==> src/sv/ntr_pkg.sv <==
// shared types, character codes and digit decode for the number token recogniser
package ntr_pkg;

    // number format chosen by the first character of a token
    typedef enum logic [1:0] {
        MODE_SIGNED   = 2'd0,
        MODE_NEGATIVE = 2'd1,
        MODE_UNSIGNED = 2'd2,
        MODE_HEX      = 2'd3
    } mode_t;

    // result status codes
    typedef enum logic [1:0] {
        ST_NUMBER     = 2'd0,
        ST_NOT_NUMBER = 2'd1,
        ST_OVERFLOW   = 2'd2
    } status_t;

    // per-token progress flags
    typedef struct packed {
        logic seen_digit;
        logic bad_digit;
        logic overflow;
    } ntr_flags_t;

    localparam logic [7:0] CHAR_DOLLAR = 8'h24;
    localparam logic [7:0] CHAR_PLUS   = 8'h2B;
    localparam logic [7:0] CHAR_MINUS  = 8'h2D;
    localparam logic [7:0] CHAR_ZERO   = 8'h30;
    localparam logic [7:0] CHAR_NINE   = 8'h39;
    localparam logic [7:0] CHAR_UP_A   = 8'h41;
    localparam logic [7:0] CHAR_UP_Z   = 8'h5A;
    localparam logic [7:0] CHAR_LO_A   = 8'h61;
    localparam logic [7:0] CHAR_LO_Z   = 8'h7A;

    localparam int unsigned DIGIT_W = 6;
    localparam logic [DIGIT_W-1:0] NOT_A_DIGIT = 6'd63;
    localparam logic [DIGIT_W-1:0] BASE_DEC    = 6'd10;
    localparam logic [DIGIT_W-1:0] BASE_HEX    = 6'd16;

    // digit worth of a character, 0..35, or NOT_A_DIGIT
    function automatic logic [DIGIT_W-1:0] digit_value(input logic [7:0] c);
        logic [7:0] d;
        d = 8'(NOT_A_DIGIT);
        if (c inside {[CHAR_ZERO:CHAR_NINE]})
        begin
            d = c - CHAR_ZERO;
        end
        else if (c inside {[CHAR_LO_A:CHAR_LO_Z]})
        begin
            d = c - CHAR_LO_A + 8'd10;
        end
        else if (c inside {[CHAR_UP_A:CHAR_UP_Z]})
        begin
            d = c - CHAR_UP_A + 8'd10;
        end
        return d[DIGIT_W-1:0];
    endfunction

endpackage

==> src/sv/number_token_recogniser.sv <==
// number token recogniser: parses ascii integer tokens one character per beat
//
// Input channel (in_valid/in_ready) carries one token character per beat in
// token_char, with last_char high on the final character of a token. A token
// starting with '$' is hex, '-' negative decimal, '+' unsigned decimal, and
// anything else signed decimal. Output channel (out_valid/out_ready) carries one
// beat per token: status (0 number, 1 not a number, 2 overflow) and value, the
// low 32 bits of the two's complement result, zero unless status is 0.
// Throughput is one character per cycle unless a last character waits on a
// busy result register; the character register feeds the combinational digit
// accumulate (one constant multiply, add and carry check) that writes the
// parse state and the result register, which drives out_valid.
// When the receiver stalls, the result register holds; one more last character
// can wait in the character register, and non-last characters keep flowing
// until a second completed token needs the result register.
// Reset clears all state; the next character opens a new token.
module number_token_recogniser
    import ntr_pkg::*;
#(
    parameter int VALUE_WIDTH = 32
)
(
    input  logic        clk,
    input  logic        rst_n,
    input  logic        in_valid,
    output logic        in_ready,
    input  logic [7:0]  token_char,
    input  logic        last_char,
    output logic        out_valid,
    input  logic        out_ready,
    output logic [1:0]  status,
    output logic [31:0] value
);

    localparam int OUT_W = (VALUE_WIDTH > 32) ? VALUE_WIDTH : 32;

    logic                   s1_valid_reg;
    logic [7:0]             s1_char_reg;
    logic                   s1_last_reg;
    logic                   at_start_reg;
    mode_t                  mode_reg;
    logic [VALUE_WIDTH-1:0] acc_reg;
    ntr_flags_t             flags_reg;
    logic                   out_valid_reg;
    status_t                status_reg;
    logic [31:0]            value_reg;

    mode_t                  mode_next;
    logic [VALUE_WIDTH-1:0] acc_next;
    ntr_flags_t             flags_next;
    status_t                status_next;
    logic [31:0]            value_next;
    logic [VALUE_WIDTH-1:0] result_w;
    logic [OUT_W-1:0]       result_ext;
    logic                   out_free;
    logic                   s1_consume;

    // handshake: a last character needs a free result register
    assign out_free   = !out_valid_reg || out_ready;
    assign s1_consume = s1_valid_reg && (!s1_last_reg || out_free);
    assign in_ready   = !s1_valid_reg || s1_consume;

    // character register
    always_ff @(posedge clk or negedge rst_n)
    begin
        if (!rst_n)
        begin
            s1_valid_reg <= 1'b0;
            s1_char_reg  <= '0;
            s1_last_reg  <= 1'b0;
        end
        else if (in_ready)
        begin
            s1_valid_reg <= in_valid;
            s1_char_reg  <= token_char;
            s1_last_reg  <= last_char;
        end
    end

    // per-character parse step
    ntr_char_step #(
        .VALUE_WIDTH(VALUE_WIDTH)
    ) u_step (
        .token_char(s1_char_reg),
        .at_start  (at_start_reg),
        .mode_in   (mode_reg),
        .acc_in    (acc_reg),
        .flags_in  (flags_reg),
        .mode_out  (mode_next),
        .acc_out   (acc_next),
        .flags_out (flags_next)
    );

    // final status and value at the end of a token
    always_comb
    begin
        status_next = ST_NUMBER;
        result_w    = '0;
        if (flags_next.overflow)
        begin
            status_next = ST_OVERFLOW;
        end
        else if (flags_next.bad_digit || !flags_next.seen_digit)
        begin
            status_next = ST_NOT_NUMBER;
        end
        else
        begin
            case (mode_next)
                MODE_SIGNED:
                begin
                    if (acc_next[VALUE_WIDTH-1])
                    begin
                        status_next = ST_OVERFLOW;
                    end
                    else
                    begin
                        result_w = acc_next;
                    end
                end
                MODE_NEGATIVE:
                begin
                    if (acc_next[VALUE_WIDTH-1] && (acc_next[VALUE_WIDTH-2:0] != '0))
                    begin
                        status_next = ST_OVERFLOW;
                    end
                    else
                    begin
                        result_w = '0 - acc_next;
                    end
                end
                default:
                begin
                    result_w = acc_next;
                end
            endcase
        end
        result_ext = OUT_W'(result_w);
        value_next = result_ext[31:0];
    end

    // parse state
    always_ff @(posedge clk or negedge rst_n)
    begin
        if (!rst_n)
        begin
            at_start_reg <= 1'b1;
            mode_reg     <= MODE_SIGNED;
            acc_reg      <= '0;
            flags_reg    <= '0;
        end
        else if (s1_consume)
        begin
            at_start_reg <= s1_last_reg;
            mode_reg     <= mode_next;
            acc_reg      <= acc_next;
            flags_reg    <= flags_next;
        end
    end

    // result register
    always_ff @(posedge clk or negedge rst_n)
    begin
        if (!rst_n)
        begin
            out_valid_reg <= 1'b0;
            status_reg    <= ST_NUMBER;
            value_reg     <= '0;
        end
        else if (out_free)
        begin
            out_valid_reg <= s1_consume && s1_last_reg;
            if (s1_consume && s1_last_reg)
            begin
                status_reg <= status_next;
                value_reg  <= value_next;
            end
        end
    end

    assign out_valid = out_valid_reg;
    assign status    = status_reg;
    assign value     = value_reg;

endmodule

==> src/sv/ntr_char_step.sv <==
// one character of a token applied to the running parse state
module ntr_char_step
    import ntr_pkg::*;
#(
    parameter int VALUE_WIDTH = 32
)
(
    input  logic [7:0]             token_char,
    input  logic                   at_start,
    input  mode_t                  mode_in,
    input  logic [VALUE_WIDTH-1:0] acc_in,
    input  ntr_flags_t             flags_in,
    output mode_t                  mode_out,
    output logic [VALUE_WIDTH-1:0] acc_out,
    output ntr_flags_t             flags_out
);

    localparam int SUM_W = VALUE_WIDTH + 5;

    mode_t                  mode_base;
    logic [VALUE_WIDTH-1:0] acc_base;
    ntr_flags_t             flags_base;
    logic                   body;
    logic [DIGIT_W-1:0]     digit;
    logic [DIGIT_W-1:0]     base;
    logic [SUM_W-1:0]       prod;
    logic [SUM_W-1:0]       sum;

    // token start: clear progress and pick the mode from a prefix character
    always_comb
    begin
        mode_base  = mode_in;
        acc_base   = acc_in;
        flags_base = flags_in;
        body       = 1'b1;
        if (at_start)
        begin
            acc_base   = '0;
            flags_base = '0;
            mode_base  = MODE_SIGNED;
            case (token_char)
                CHAR_DOLLAR:
                begin
                    mode_base = MODE_HEX;
                    body      = 1'b0;
                end
                CHAR_MINUS:
                begin
                    mode_base = MODE_NEGATIVE;
                    body      = 1'b0;
                end
                CHAR_PLUS:
                begin
                    mode_base = MODE_UNSIGNED;
                    body      = 1'b0;
                end
                default:
                begin
                    body = 1'b1;
                end
            endcase
        end
    end

    // acc * base + digit, wide enough to see any carry past the value width
    always_comb
    begin
        digit = digit_value(token_char);
        base  = (mode_base == MODE_HEX) ? BASE_HEX : BASE_DEC;
        if (mode_base == MODE_HEX)
        begin
            prod = SUM_W'({acc_base, 4'b0000});
        end
        else
        begin
            prod = SUM_W'({acc_base, 3'b000}) + SUM_W'({acc_base, 1'b0});
        end
        sum = prod + SUM_W'(digit);
    end

    // accumulate, first fault wins
    always_comb
    begin
        mode_out  = mode_base;
        acc_out   = acc_base;
        flags_out = flags_base;
        if (body)
        begin
            flags_out.seen_digit = 1'b1;
            if (!flags_base.bad_digit && !flags_base.overflow)
            begin
                if (digit >= base)
                begin
                    flags_out.bad_digit = 1'b1;
                end
                else if (sum[SUM_W-1:VALUE_WIDTH] != '0)
                begin
                    flags_out.overflow = 1'b1;
                end
                else
                begin
                    acc_out = sum[VALUE_WIDTH-1:0];
                end
            end
        end
    end

endmodule
==> config.mk <==
export PLATFORM = sky130hd
export DESIGN_NAME = number_token_recogniser
export DESIGN_NICKNAME = d
export VERILOG_FILES = /design/src/sv/ntr_pkg.sv /design/src/sv/number_token_recogniser.sv /design/src/sv/ntr_char_step.sv
export SDC_FILE = /design/constraint.sdc
export NUM_CORES = 1
export LEC_CHECK = 0
export ABC_AREA = 1
export BUFFER_PORTS_ARGS = -buffer_cell sky130_fd_sc_hd__clkbuf_2
export CAP_MARGIN = 0
export CORE_MARGIN = 1
export CORE_UTILIZATION = 40
export DETAILED_ROUTE_END_ITERATION = 10
export GPL_TIMING_DRIVEN = 0
export HOLD_SLACK_MARGIN = 0.1
export MAX_ROUTING_LAYER = met4
export PLACE_DENSITY = 0.56
export SYNTH_ARGS = -nofsm -noshare
export SYNTH_HDL_FRONTEND = slang
export SYNTH_HIERARCHICAL = 1
export SYNTH_SLANG_ARGS = --single-unit
==> constraint.sdc <==
create_clock -name clk -period 7.7 [get_ports clk]
set_input_delay 0.385 -clock clk [delete_from_list [all_inputs] [get_ports clk]]
set_output_delay 0.385 -clock clk [all_outputs]
set_load 0.02 [all_outputs]
==> results.toml <==
[critical_path]
slowest_stage = "dfstp_2"
cp_slowest_stage_delay_ps = 640
reg2reg_slack_ps = 480
rr_startpoint = "at_start_reg"
endpoint_kind = "flop"
crit_required_ps = 7930
crit_top_cell = "nand2_1"
arrival_ps = 7450
startpoint_type = "flop"
cp_max_fo = 20
path_class = "reg2reg"
critPathLaunch = "at_start_reg"

[grt]
first_global_vias = 10330
antenna_found_initial = 0
grt_pass1_wl_um = 56200
grt_start_max_net_pins = 47
overflow = 0
grt_util_all_layers = 0.302

[synth]
synth_area_um2 = 9730
synthCells = 1792
yosysWarnings = 6
syn_nets = 1831
avgSynthCellArea_um2 = 5.43

[min_path]
hold_class = "in2reg"
min_from = "in_valid"

[timing]
slew_headroom = 0.406
period_needed_ps = 7220
hold_viol_final = 0
worstMarginPinSlew_ps = 890
setup_tns_ps = 0
fmax_ghz = 0.139
setup-violations-final = 0
drv_slew = 0
skew_ps = 10.3
grt_setup_unrepaired = "false"
finalCritPeriodShare = 0.938

[floorplan]
fp.dieH_um = 158
dieArea_um2 = 25000
io_pins = 49
die_x_um = 158
start_util = 0.411
coreArea_um2 = 23700
rows = 56

[layout]
final_nets = 1889
multi_input_area_um2 = 6750
regArea_um2 = 2050
syn_to_final_growth_pct = 10.4
diodes = 0
drive_above_1_share = 0.0868
fin_cells = 2174
fillers = 2729

[routing]
drc = 0
highest_layer = "met4"
initialDrtViolationCount = 991
routedWlPerCell_um = 16.4
met3_length_um = 1710
vias = 11188
routed_wl_um = 35600
route.met2.wl_um = 15400
drtPass1Iterations = 5
vias_per_cell = 5.15
met1_length_um = 17700
ant_nets = 0

[cts]
cts_sinks = 82
clockBufferDepth = 2
clk_pin_slew_ps = 60
htreeDepth = 3
cts_buffers = 9
clk_latency_ps = 340
cts_root_buf = "clkbuf_16"
cts_tree = "built"
cts_setup_buffers = 0

[power_and_ir_drop]
p_leak_nw = 5.71
power.density_nw_per_um2 = 154
vdd_ir_drop_max_mv = 0.175

[placement]
gp_congestion = 0.947
place_inst = 2160
post-dp-hpwl_um = 30100
numPortBuffers = 48

[run]
drv_cap = 0

[outcome]
status = "finished, final reports clean"
-- worst paths after layout --
check,end,cells after the start
max,value[21],40
min,s1_valid_reg,2
max reg2reg,value[21],40
min reg2reg,value[16],2
max in group asynchronous,at_start_reg,3
min in group asynchronous,value[30],2
-- power by group --
| part | leakage [nW] | switching [W] | internal [W] |
|---|---|---|---|
| logic | 4.44 | 0.000501 | 0.000209 |
| registers | 1.11 | 0.0000290 | 0.000453 |
| clock network | 0.155 | 0.000175 | 0.000293 |
| total | 5.71 | 0.000705 | 0.000955 |
-- metrics by stage --
stage | total power [W] | area [µm²] | util | worst slack [ps] | hold WS [ps]
after global placement | 0.00117 | 10400 | 0.438 | -22.6 | 464
after CTS | 0.00165 | 10700 | 0.453 | 317 | 237
after floorplan | 0.000975 | 9730 | - | 1950 | 89.4
final | 0.00166 | 10700 | 0.454 | 481 | 239
after global routing | 0.00176 | 10700 | 0.454 | 22.8 | 251
after detailed placement | 0.00118 | 10400 | 0.439 | -73.9 | 424
-- critical path, delay by kind of cell, from the launching register on --
family / cells / cell delay, ps
compound gates: 3 / 490
fa+ha+maj: 2 / 640
buf+inv: 7 / 1570
flops: 1 / 640
simple gates: 28 / 3720
-- timing repair --
action / in CTS / in global routing
gates cloned: 0 / 0
resized for setup: 0 / 8
setup endpoints to repair: 9 / 28
hold endpoints to repair: 36 / 0
pin swaps: 0 / 0
hold buffers: 1 / 0
-- cell type report --
cell class / count / area share
multi-input combinational: 1476 / 0.628
sequential: 82 / 0.191
inverter: 194 / 0.0678
tap: 319 / 0.0371
timing repair buffer: 50 / 0.0261
clock buffer: 10 / 0.0222
buffer: 37 / 0.0193
clock inverter: 6 / 0.00827
-- placed cells by master, fill, tap and decap left out, types with 18 or more instances in the layout --
master and instances:
inv_1 165, clkbuf_2 47, nand3_1 146, nor2_1 220, ha_1 25, inv_2 27, o21ai_0 68, nand2_1 779
nand4_1 18, o21ai_1 41, xor2_1 34, dfrtp_1 81, a21oi_1 42
-- per-layer routing --
metal  vias up  global-route usage
li1       5735                   -
met1      5080               0.430
met2       323               0.464
met3        50              0.0162
met4         0              0.0829
met5         -                   -
Note: power is estimated with default switching activity, not from simulation.
